--- config.mk ---
export PLATFORM = sky130hd
export DESIGN_NAME = scalar_kalman_filter_core
export DESIGN_NICKNAME = d
export VERILOG_FILES = /design/src/rtl/skf_pkg.sv /design/src/rtl/skf_ctrl.sv /design/src/rtl/skf_dp.sv /design/src/rtl/scalar_kalman_filter_core.sv
export SDC_FILE = /design/constraint.sdc
export NUM_CORES = 2
export LEC_CHECK = 0
export ABC_AREA = 1
export BUFFER_PORTS_ARGS = -buffer_cell sky130_fd_sc_hd__buf_4
export CORE_MARGIN = 1
export CORE_UTILIZATION = 60
export CTS_BUF_LIST = sky130_fd_sc_hd__clkbuf_2
export DETAILED_ROUTE_END_ITERATION = 7
export GPL_TIMING_DRIVEN = 0
export HOLD_SLACK_MARGIN = 0.05
export PLACE_DENSITY = 0.77
export REMOVE_ABC_BUFFERS = 1
export SLEW_MARGIN = 20
export SYNTH_ARGS = -nofsm -noshare
export SYNTH_HDL_FRONTEND = slang
export SYNTH_SLANG_ARGS = --single-unit
--- constraint.sdc ---
create_clock -name clk -period 12.3 [get_ports clk]
set_clock_uncertainty 0.15 [all_clocks]
set_input_delay 1.23 -clock clk [delete_from_list [all_inputs] [get_ports clk]]
set_output_delay 1.23 -clock clk [all_outputs]
set_load 0.03 [all_outputs]
--- src/rtl/skf_pkg.sv ---
package skf_pkg;

  localparam int FRAC_BITS = 16;
  localparam int GAIN_BITS = 16;
  localparam int DATA_W    = 32;
  localparam int RND_W     = 16;
  localparam int CFG_IDX_W = 2;
  localparam int DIV_STEPS = GAIN_BITS;
  localparam int CNT_W     = $clog2(DIV_STEPS);

  localparam logic [CFG_IDX_W-1:0] CFG_PROCESS_NOISE     = 2'd0;
  localparam logic [CFG_IDX_W-1:0] CFG_MEASUREMENT_NOISE = 2'd1;

  localparam logic [63:0] Q_ONE = 64'd1 << FRAC_BITS;
  localparam logic [DATA_W-1:0] PN_RESET  = DATA_W'((64'd8 * Q_ONE + 64'd50) / 64'd100);
  localparam logic [DATA_W-1:0] MN_RESET  = DATA_W'((64'd3 * Q_ONE) / 64'd4);
  localparam logic [DATA_W-1:0] VAR_RESET = DATA_W'(Q_ONE);
  localparam logic [DATA_W:0]   HALF      = (DATA_W + 1)'(Q_ONE >> 1);

  localparam logic [GAIN_BITS-1:0] GAIN_MAX = '1;
  localparam logic [GAIN_BITS:0]   GAIN_ONE = (GAIN_BITS + 1)'(1) << GAIN_BITS;

  typedef struct packed {
    logic accept;
    logic prime;
    logic predict;
    logic div_init;
    logic div_step;
    logic mul;
    logic update;
    logic out_load;
  } cmd_t;

endpackage

--- src/rtl/skf_ctrl.sv ---
module skf_ctrl (
  input  logic          clk,
  input  logic          rst_n,
  input  logic          in_valid,
  output logic          in_ready,
  output logic          out_valid,
  input  logic          out_ready,
  output skf_pkg::cmd_t cmd
);

  localparam logic [2:0] ST_IDLE  = 3'd0;
  localparam logic [2:0] ST_PRED  = 3'd1;
  localparam logic [2:0] ST_DINIT = 3'd2;
  localparam logic [2:0] ST_DIV   = 3'd3;
  localparam logic [2:0] ST_MUL   = 3'd4;
  localparam logic [2:0] ST_UPD   = 3'd5;
  localparam logic [2:0] ST_FIN   = 3'd6;

  logic [2:0]                 state_r, state_nxt;
  logic [skf_pkg::CNT_W-1:0]  cnt_r, cnt_nxt;
  logic                       primed_r, primed_nxt;
  logic                       out_valid_r, out_valid_nxt;

  assign in_ready  = (state_r == ST_IDLE);
  assign out_valid = out_valid_r;

  always_comb begin
    cmd        = '0;
    state_nxt  = state_r;
    cnt_nxt    = cnt_r;
    primed_nxt = primed_r;
    case (state_r)
      ST_IDLE: begin
        if (in_valid) begin
          cmd.accept = 1'b1;
          cmd.prime  = !primed_r;
          primed_nxt = 1'b1;
          state_nxt  = primed_r ? ST_PRED : ST_FIN;
        end
      end
      ST_PRED: begin
        cmd.predict = 1'b1;
        state_nxt   = ST_DINIT;
      end
      ST_DINIT: begin
        cmd.div_init = 1'b1;
        cnt_nxt      = '0;
        state_nxt    = ST_DIV;
      end
      ST_DIV: begin
        cmd.div_step = 1'b1;
        cnt_nxt      = cnt_r + 1'b1;
        if (cnt_r == skf_pkg::CNT_W'(skf_pkg::DIV_STEPS - 1)) begin
          state_nxt = ST_MUL;
        end
      end
      ST_MUL: begin
        cmd.mul   = 1'b1;
        state_nxt = ST_UPD;
      end
      ST_UPD: begin
        cmd.update = 1'b1;
        state_nxt  = ST_FIN;
      end
      ST_FIN: begin
        if (!out_valid_r || out_ready) begin
          cmd.out_load = 1'b1;
          state_nxt    = ST_IDLE;
        end
      end
      default: begin
        state_nxt = ST_IDLE;
      end
    endcase
  end

  always_comb begin
    out_valid_nxt = out_valid_r;
    if (cmd.out_load) begin
      out_valid_nxt = 1'b1;
    end else if (out_ready) begin
      out_valid_nxt = 1'b0;
    end
  end

  always_ff @(posedge clk) begin
    if (!rst_n) begin
      state_r     <= ST_IDLE;
      cnt_r       <= '0;
      primed_r    <= 1'b0;
      out_valid_r <= 1'b0;
    end else begin
      state_r     <= state_nxt;
      cnt_r       <= cnt_nxt;
      primed_r    <= primed_nxt;
      out_valid_r <= out_valid_nxt;
    end
  end

endmodule

--- src/rtl/skf_dp.sv ---
module skf_dp (
  input  logic                                clk,
  input  logic                                rst_n,
  input  skf_pkg::cmd_t                       cmd,
  input  logic                                cfg_we,
  input  logic [skf_pkg::CFG_IDX_W-1:0]       cfg_index,
  input  logic [skf_pkg::DATA_W-1:0]          cfg_data,
  input  logic signed [skf_pkg::DATA_W-1:0]   in_measurement,
  output logic signed [skf_pkg::DATA_W-1:0]   out_estimate,
  output logic signed [skf_pkg::RND_W-1:0]    out_rounded_estimate,
  output logic [skf_pkg::DATA_W-1:0]          out_error_variance
);

  localparam int W  = skf_pkg::DATA_W;
  localparam int GB = skf_pkg::GAIN_BITS;
  localparam int PE = GB + 1 + W + 1;
  localparam int PV = W + GB + 1;

  localparam logic signed [W+1:0] EST_MAX = (W + 2)'((64'd1 << (W - 1)) - 64'd1);
  localparam logic signed [W+1:0] EST_MIN = -(W + 2)'(64'd1 << (W - 1));
  localparam logic signed [W:0]   RND_MAX = (W + 1)'((64'd1 << (skf_pkg::RND_W - 1)) - 64'd1);
  localparam logic signed [W:0]   RND_MIN = -(W + 1)'(64'd1 << (skf_pkg::RND_W - 1));

  logic [W-1:0]                 pn_r, mn_r;
  logic signed [W-1:0]          meas_r, est_r;
  logic [W-1:0]                 var_r, pq_r;
  logic [W:0]                   den_r, rem_r;
  logic [GB-1:0]                g_r;
  logic                         byp_r;
  logic signed [PE-1:0]         prod_e_r;
  logic [PV-1:0]                prod_v_r;
  logic signed [W-1:0]          out_est_r;
  logic signed [skf_pkg::RND_W-1:0] out_rnd_r;
  logic [W-1:0]                 out_var_r;

  logic [W:0]                   p_sum;
  logic [W-1:0]                 p_sat;
  logic [W+1:0]                 rem_sh;
  logic                         rem_ge;
  logic [W+1:0]                 rem_sub;
  logic signed [W:0]            innov;
  logic signed [PE-1:0]         prod_e_nxt;
  logic [GB:0]                  gain_cmp;
  logic [PV-1:0]                prod_v_nxt;
  logic signed [W+1:0]          delta;
  logic signed [W+1:0]          est_sum;
  logic signed [W-1:0]          est_new;
  logic signed [W:0]            rnd_sum;
  logic signed [W:0]            rnd_full;
  logic signed [skf_pkg::RND_W-1:0] rnd_sat;

  assign p_sum   = {1'b0, var_r} + {1'b0, pn_r};
  assign p_sat   = p_sum[W] ? '1 : p_sum[W-1:0];
  assign rem_sh  = {rem_r, 1'b0};
  assign rem_ge  = rem_sh >= {1'b0, den_r};
  assign rem_sub = rem_sh - {1'b0, den_r};

  assign innov      = $signed({meas_r[W-1], meas_r}) - $signed({est_r[W-1], est_r});
  assign prod_e_nxt = $signed({1'b0, g_r}) * innov;
  assign gain_cmp   = skf_pkg::GAIN_ONE - {1'b0, g_r};
  assign prod_v_nxt = pq_r * gain_cmp;

  assign delta   = prod_e_r[GB+W+1:GB];
  assign est_sum = $signed({{2{est_r[W-1]}}, est_r}) + delta;

  always_comb begin
    if (est_sum > EST_MAX) begin
      est_new = EST_MAX[W-1:0];
    end else if (est_sum < EST_MIN) begin
      est_new = EST_MIN[W-1:0];
    end else begin
      est_new = est_sum[W-1:0];
    end
  end

  assign rnd_sum  = $signed({est_r[W-1], est_r}) + $signed(skf_pkg::HALF);
  assign rnd_full = rnd_sum >>> skf_pkg::FRAC_BITS;

  always_comb begin
    if (rnd_full > RND_MAX) begin
      rnd_sat = RND_MAX[skf_pkg::RND_W-1:0];
    end else if (rnd_full < RND_MIN) begin
      rnd_sat = RND_MIN[skf_pkg::RND_W-1:0];
    end else begin
      rnd_sat = rnd_full[skf_pkg::RND_W-1:0];
    end
  end

  always_ff @(posedge clk) begin
    if (!rst_n) begin
      pn_r  <= skf_pkg::PN_RESET;
      mn_r  <= skf_pkg::MN_RESET;
      est_r <= '0;
      var_r <= skf_pkg::VAR_RESET;
    end else begin
      if (cfg_we && cfg_index == skf_pkg::CFG_PROCESS_NOISE) begin
        pn_r <= cfg_data;
      end
      if (cfg_we && cfg_index == skf_pkg::CFG_MEASUREMENT_NOISE) begin
        mn_r <= cfg_data;
      end
      if (cmd.prime) begin
        est_r <= in_measurement;
        var_r <= mn_r;
      end else if (cmd.update) begin
        est_r <= est_new;
        var_r <= prod_v_r[GB+W-1:GB];
      end
    end
  end

  always_ff @(posedge clk) begin
    if (cmd.accept) begin
      meas_r <= in_measurement;
    end
    if (cmd.predict) begin
      pq_r <= p_sat;
    end
    if (cmd.div_init) begin
      den_r <= {1'b0, pq_r} + {1'b0, mn_r};
      rem_r <= {1'b0, pq_r};
      byp_r <= (mn_r == '0);
      g_r   <= (mn_r == '0) ? skf_pkg::GAIN_MAX : '0;
    end else if (cmd.div_step && !byp_r) begin
      rem_r <= rem_ge ? rem_sub[W:0] : rem_sh[W:0];
      g_r   <= {g_r[GB-2:0], rem_ge};
    end
    if (cmd.mul) begin
      prod_e_r <= prod_e_nxt;
      prod_v_r <= prod_v_nxt;
    end
    if (cmd.out_load) begin
      out_est_r <= est_r;
      out_rnd_r <= rnd_sat;
      out_var_r <= var_r;
    end
  end

  assign out_estimate         = out_est_r;
  assign out_rounded_estimate = out_rnd_r;
  assign out_error_variance   = out_var_r;

endmodule

--- src/rtl/scalar_kalman_filter_core.sv ---
// The first sample after reset primes the filter and is loaded straight into the output
// register. Later samples pass through predict, divider init, the divider steps, multiply
// and update first. The output load waits until the output register is free, and a new
// sample is taken only after it, while the previous result may still wait in the output register.
// Reset: synchronous, active low; clears the primed flag and the estimate, sets the covariance
// to one, and returns both noise registers to their defaults.
module scalar_kalman_filter_core (
  input  logic                                clk,
  input  logic                                rst_n,
  input  logic                                in_valid,
  output logic                                in_ready,
  input  logic signed [skf_pkg::DATA_W-1:0]   in_measurement,
  output logic                                out_valid,
  input  logic                                out_ready,
  output logic signed [skf_pkg::DATA_W-1:0]   out_estimate,
  output logic signed [skf_pkg::RND_W-1:0]    out_rounded_estimate,
  output logic [skf_pkg::DATA_W-1:0]          out_error_variance,
  input  logic                                cfg_valid,
  output logic                                cfg_ready,
  input  logic [skf_pkg::CFG_IDX_W-1:0]       cfg_index,
  input  logic [skf_pkg::DATA_W-1:0]          cfg_data
);

  skf_pkg::cmd_t cmd;

  assign cfg_ready = 1'b1;

  skf_ctrl u_ctrl (
    .clk       (clk),
    .rst_n     (rst_n),
    .in_valid  (in_valid),
    .in_ready  (in_ready),
    .out_valid (out_valid),
    .out_ready (out_ready),
    .cmd       (cmd)
  );

  skf_dp u_dp (
    .clk                  (clk),
    .rst_n                (rst_n),
    .cmd                  (cmd),
    .cfg_we               (cfg_valid && cfg_ready),
    .cfg_index            (cfg_index),
    .cfg_data             (cfg_data),
    .in_measurement       (in_measurement),
    .out_estimate         (out_estimate),
    .out_rounded_estimate (out_rounded_estimate),
    .out_error_variance   (out_error_variance)
  );

`ifndef ASSERT_OFF
  a_busy_after_accept: assert property (@(posedge clk) disable iff (!rst_n)
    in_valid && in_ready |=> !in_ready)
    else $error("input still ready after a transfer");

  a_result_on_release: assert property (@(posedge clk) disable iff (!rst_n)
    $rose(in_ready) |-> out_valid)
    else $error("block went idle without presenting a result");
`endif

endmodule
After elaboration in Yosys (flattened, before gate mapping)
Index checks and enable logic that the tools add are counted.
- add/subtract/negate cells: 8
- multipliers: 2
- $lt $le $gt $ge: 5
- equality and inequality tests: 11
- muxes and demuxes: 30
- reductions and logical operators: 16
- operator list (cell ; count):
    32-bit two-way mux ; 8
    32-bit by 32-bit adder with 33-bit output ; 2
    16-bit two-way mux ; 4
    17-bit by 33-bit multiplier with 50-bit output ; 1
    32-bit by 17-bit multiplier with 48-bit output ; 1
    32-bit by 34-bit adder with 34-bit output ; 1
    34-bit by 33-bit >= comparator with 1-bit output ; 1
    34-bit by 32-bit greater-than comparator with 1-bit output (second input constant) ; 1
    34-bit by 32-bit < comparator with 1-bit output (second input constant) ; 1
    32-bit by 17-bit adder with 33-bit output (second input constant) ; 1
    33-bit two-way mux ; 1
    32-bit by 32-bit subtractor with 33-bit output ; 1
    33-bit subtractor ; 1
    32-bit zero test ; 1
    3-bit case mux with 7 select lines ; 1
    17-bit by 16-bit greater-than comparator with 1-bit output (second input constant) ; 1
    17-bit by 16-bit < comparator with 1-bit output (second input constant) ; 1
    17-bit by 16-bit subtractor with 17-bit output (first input constant) ; 1
    3-bit two-way mux ; 4
    3-bit equality test (second input constant) ; 3
    1-bit two-way mux ; 9
    4-bit case mux with 2 select lines ; 1
    2-bit nonzero test ; 4
    3-bit by 2-bit equality test with 1-bit output (second input constant) ; 2
    14 further kinds ; 20
- register bits: 462
- bits of input ports: 71
- output and inout bits: 83
- logic and storage cells: 92

Logic depth before layout (Yosys ltp)
- depth in word-level cells: 6
- gate-level depth with buffers: 39
- mapped depth without buffers: 38

Modules after synthesis
Synthesis repeated with hierarchy kept, for this count alone.
- cells, all modules: 7594
- area total of the unflattened synthesis: 61079.8 µm²
- by module, submodules not included (module ; times used ; cells an instance ; area each (µm²)):
    skf_dp ; 1 ; 7515 ; 60560.6
    skf_ctrl ; 1 ; 77 ; 508.0
    scalar_kalman_filter_core ; 1 ; 2 ; 11.3

Least setup slack after synthesis
No wires, ideal clock.
- path kind: register to register
- from: register u_dp.est_r[0]
- to: register u_dp.prod_e_r[49], data pin
- setup time: 261 ps
- data arrival time: 6905 ps
- required time: 11889 ps
- path slack: 4984 ps
- stages on the path, launching flop included: 34
- buffers on the path: 0
- period minus slack after synthesis: 7316 ps
- path through: dfxtp_1 > ha_1 > fa_1 > nand3b_1 > nand2_1 > nand4_1 > nand2_1 > nand3_1 > nand3_1 > nand2_1 > o211ai_1 > nand2_1 > nand2_2 > nor2_1 > fa_1 > inv_1 > fa_1 > inv_1 > fa_1 > fa_1 > fa_1 > inv_1 > fa_1 > inv_1 > ha_1 > nand2_1 > nor2_1 > inv_1 > nor4_1 > nand3_1 > nand3_1 > nand2_1 > nand3_1 > xor2_1
- word-level cells in the longest chain between the ends: 2
- RTL lines (what ; RTL line ; source):
    start: declaration ; skf_dp.sv:25 ; logic signed [W-1:0] meas_r, est_r;
    start signal: assignment ; skf_dp.sv:103 ; est_r <= in_measurement;
    start signal: assignment ; skf_dp.sv:106 ; est_r <= est_new;
    32-bit by 32-bit subtractor with 33-bit output ; skf_dp.sv:58 ; assign innov = $signed({meas_r[W-1], meas_r}) - $signed({est_r[W-1], est_r});
    17-bit by 33-bit multiplier with 50-bit output ; skf_dp.sv:59 ; assign prod_e_nxt = $signed({1'b0, g_r}) * innov;
    via u_dp.prod_e_nxt[49] ; skf_dp.sv:42 ; logic signed [PE-1:0] prod_e_nxt;
    end signal: assignment ; skf_dp.sv:129 ; prod_e_r <= prod_e_nxt;
    end: declaration ; skf_dp.sv:30 ; logic signed [PE-1:0] prod_e_r;
The timed path passes the listed nets, and every way through them passes these cells.
A chain may end at the register's enable or synchronous reset.

Worst setup path in the final report
- from: register u_dp.g_r[0]
- to: register u_dp.prod_v_r[47], data pin
- word-level cells in the longest chain between the ends: 2
- RTL lines (what ; RTL line ; source):
    start: declaration ; skf_dp.sv:28 ; logic [GB-1:0] g_r;
    start signal: assignment ; skf_dp.sv:123 ; g_r <= (mn_r == '0) ? skf_pkg::GAIN_MAX : '0;
    start signal: assignment ; skf_dp.sv:126 ; g_r <= {g_r[GB-2:0], rem_ge};
    17-bit by 16-bit subtractor with 17-bit output ; skf_dp.sv:60 ; assign gain_cmp = skf_pkg::GAIN_ONE - {1'b0, g_r};
    32-bit by 17-bit multiplier with 48-bit output ; skf_dp.sv:61 ; assign prod_v_nxt = pq_r * gain_cmp;
    via u_dp.prod_v_nxt[47] ; skf_dp.sv:44 ; logic [PV-1:0] prod_v_nxt;
    end signal: assignment ; skf_dp.sv:130 ; prod_v_r <= prod_v_nxt;
    end: declaration ; skf_dp.sv:31 ; logic [PV-1:0] prod_v_r;
The timed path passes the listed nets, and every way through them passes these cells.

==> metrics.md <==
| Metric | Value |
|---|---|
| CP arrival | `11.19 ns` |
| Synthesized flop and latch total | `430` |
| Crit-path max cell delay | `0.73 ns` |
| Core ar. | `100000 um^2` |
| # rows | `116` |
| Placed insts | `8891` |
| Number of H-tree levels | `3` |
| Tcrit/Tclk final | `83.0%` |
| CP top delay family | `adder cells` |
| Maximum clock path buffer count | `3` |
| Clock sink count | `430` |
| WS Path Type | `reg -> reg` |
| Clk_lat worst skew | `1.37 ns` |
| Synth Cell Area | `61100 um^2` |
| Post-synthesis sequential area ratio | `18.9%` |
| Total gr overflow | `0` |
| Area Growth Syn to Fin | `7.34%` |
| Hold Path Origin | `cfg_data[8]` |
| Worst path buffer plus inverter count | `9` |
| Drt first pass iters | `8` |
| Worst setup EP type | `flop` |
| Die Y | `321 um` |
| Num CTS Buffers | `114` |
| Final Hold Fails | `0` |
| Most common cell after layout, fill and taps aside | `nand2_1` |
| Via count | `53000` |
| Layout cells sized above 1 | `7.20%` |
| Routability cong. | `1.01` |
| Slew @ Worst Pin | `1.46 ns` |
| Largest net degree at the start of global routing | `71` |
| Min-Delay Path Class | `in -> reg` |
| Post_cts resized | `0` |
| Crit path time final | `10.21 ns` |
| Gate Count Post-Synth | `7591` |
| Antenna-violating nets left | `0` |
| MaxCap Viol Count | `0` |
| WP data required | `13.28 ns` |
| Final nets | `9141` |
| DRC viols | `0` |
| End of the worst hold path | `u_dp.mn_r[8]` |
| Wirelength, routed | `202000 um` |
| Reg2reg start | `u_dp.g_r[0]` |
| Post-DR wirelength/cell | `22.0 um` |
| Die area | `103000 um^2` |
| Reg2Reg Depth | `35` |
| Post-Layout Cell Count | `9180` |
| Ports | `154` |
| CP max-delay cell | `edfxtp_1` |
| Fin Setup TNS | `0 ns` |
| Initial DRC count | `5129` |
| Cell mode on critical path | `inv_1` |
| Commonest cells after routing, fill and taps aside | `1679 x nand2_1, 1562 x inv_1, 952 x fa_1` |
| Fmax | `97.9 MHz` |
| Synth cell types | `64` |
| Starting Density | `60.8%` |
| Status | `finished clean` |
| Fin. max-slew vios | `0` |
| First-pass GRT wire length | `307000 um` |
| All-Layer GR Usage | `39.6%` |
| Startpoint Class | `flop` |
| FF-to-FF End | `u_dp.prod_v_r[47]` |
| Critical path fanouts, max | `30` |
| TritonCTS clock tree | `built` |
| Hold Path Depth | `3` |
| CTS clk-pin slew, worst paths | `0.12 ns` |
| Max-Slew Margin vs Limit | `2.36%` |
| Initial antenna violation count | `10` |
| CTS Root Cell | `clkbuf_2` |
| IO Port Bufs | `152` |
| Avg Synthesized Cell Area | `8.05 um^2` |
| Vias in the first global route | `53300` |
| R2r setup slk | `2.09 ns` |
| Yosys warning count | `0` |
| Final Setup Violations | `0` |
| Unrepaired setup endpoints after global routing | `no` |
| Via-per-instance ratio | `5.77` |
| Die X | `321 um` |
| Detail Placement HPWL | `161000 um` |
[synthesized netlist by cell type, drive strengths merged]
master | n | area [um^2]
nand2 | 1700 | 6430
inv | 1600 | 6010
fa | 952 | 19100
nor2 | 751 | 2930
ha | 399 | 4990
a21oi | 353 | 1820
o21ai | 328 | 1660
edfxtp | 292 | 8770
nand3 | 246 | 1230
clkbuf | 174 | 653
dfxtp | 138 | 2760
xor2 | 112 | 996
or2 | 80 | 500
buf | 70 | 434
xnor2 | 70 | 621
a31oi | 63 | 394
nor3 | 46 | 263
a21o | 42 | 315
nand4 | 30 | 215
o21a | 28 | 210
o21bai | 26 | 199
nor4 | 25 | 169
o211ai | 11 | 87.6
nand3b | 9 | 67.6
a21boi | 8 | 60.1
and2 | 7 | 43.8
clkinv | 6 | 22.5
o31ai | 6 | 45.0
and3 | 5 | 31.3
a221oi | 4 | 35.0
a211oi | 2 | 15.0
o221a | 2 | 22.5
a311oi | 1 | 8.76
conb | 1 | 3.75
o2111ai | 1 | 8.76
o221ai | 1 | 8.76
o22ai | 1 | 6.26
o311ai | 1 | 8.76
[per-stage QoR]
| stage | area [um^2] | setup WS (ns) | util (%) | hold slack [ns] |
|---|---|---|---|---|
| 6_report | 65600 | 2.09 | 65.3 | 0.124 |
| 2_1_floorplan | 60000 | 4.34 | - | 0.274 |
| 3_5_place_dp | 63700 | 2.36 | 63.4 | 0.302 |
| 3_3_place_gp | 62900 | 0.382 | 62.6 | 0.300 |
| 4_1_cts | 65400 | 2.35 | 65.1 | 0.0530 |
| 5_1_grt | 65600 | 1.89 | 65.3 | 0.119 |
[timing repair]
action | 4_1_cts | 5_1_grt
endpoints found under the hold margin | 79 | 0
setup endpoints to repair | 0 | 0
hold buffers | 62 | 0
buffers inserted | 0 | 0
[metal layers]
layer | vias to the layer above | GRT usage [%] | routed length, um
li1 | 23600 | - | -
met1 | 26000 | 54.6 | 80400
met2 | 2920 | 58.4 | 86400
met3 | 525 | 12.9 | 27800
met4 | 6 | 14.4 | 7370
met5 | - | 0 | 24
[worst max-delay path by stage]
stage | start | endpoint | slack [ns] | cells after the start
6_report | u_dp.g_r[0] | u_dp.prod_v_r[47] | 2.09 | 35
4_1_cts | u_dp.g_r[0] | u_dp.prod_v_r[39] | 2.35 | 34
2_1_floorplan | u_dp.g_r[0] | u_dp.prod_v_r[39] | 4.34 | 32
3_5_place_dp | u_dp.g_r[0] | u_dp.prod_v_r[39] | 2.36 | 34
3_3_place_gp | u_dp.g_r[0] | u_dp.prod_v_r[47] | 0.38 | 33
5_1_grt | u_dp.g_r[0] | u_dp.prod_v_r[47] | 1.89 | 36
[tightest hold or removal path, delay by kind of cell]
kind	cells	cell delay [ns]
buffers and inverters	1	0.10
and+or+nand+nor	2	0.12
[cell families (layout without fill, tap and decap cells)]
group           after synthesis  count (layout)  share of synthesized area [%]
fa+ha+maj                  1351            1351                           39.4
xor+xnor                    182             182                           2.65
other cells                   1               7                        0.00614
flops                       430             430                           18.9
buf+inv                    1850            2076                           11.6
compound gates              878             878                           8.03
simple gates               2899            2899                           19.5
[cell type report]
class / count / area, um^2
multi-input combinational: 5311 / 42600
antenna: 6 / 15.0
inverter: 1606 / 6030
clock inverter: 47 / 303
fill: 8862 / 34800
timing repair buffer: 256 / 2590
clock buffer: 167 / 836
tap: 1357 / 1700
sequential: 430 / 11500
[registers in the layout (all words and copies together) (netlist names)]
register / cells
u_dp.den_r: 33
u_dp.out_estimate: 32
u_dp.meas_r: 32
u_dp.out_error_variance: 32
u_dp.pn_r: 32
u_dp.byp_r: 1
u_dp.var_r: 32
u_dp.prod_v_r: 32
u_ctrl.state_r: 3
u_ctrl.cnt_r: 4
u_dp.g_r: 16
u_ctrl.primed_r: 1
u_dp.rem_r: 33
u_ctrl.out_valid: 1
u_dp.prod_e_r: 34
u_dp.est_r: 32
u_dp.pq_r: 32
u_dp.mn_r: 32
u_dp.out_rounded_estimate: 16
Power is not shown: default switching activity piles up to over one toggle a cycle in this logic, so the estimate is an artifact.
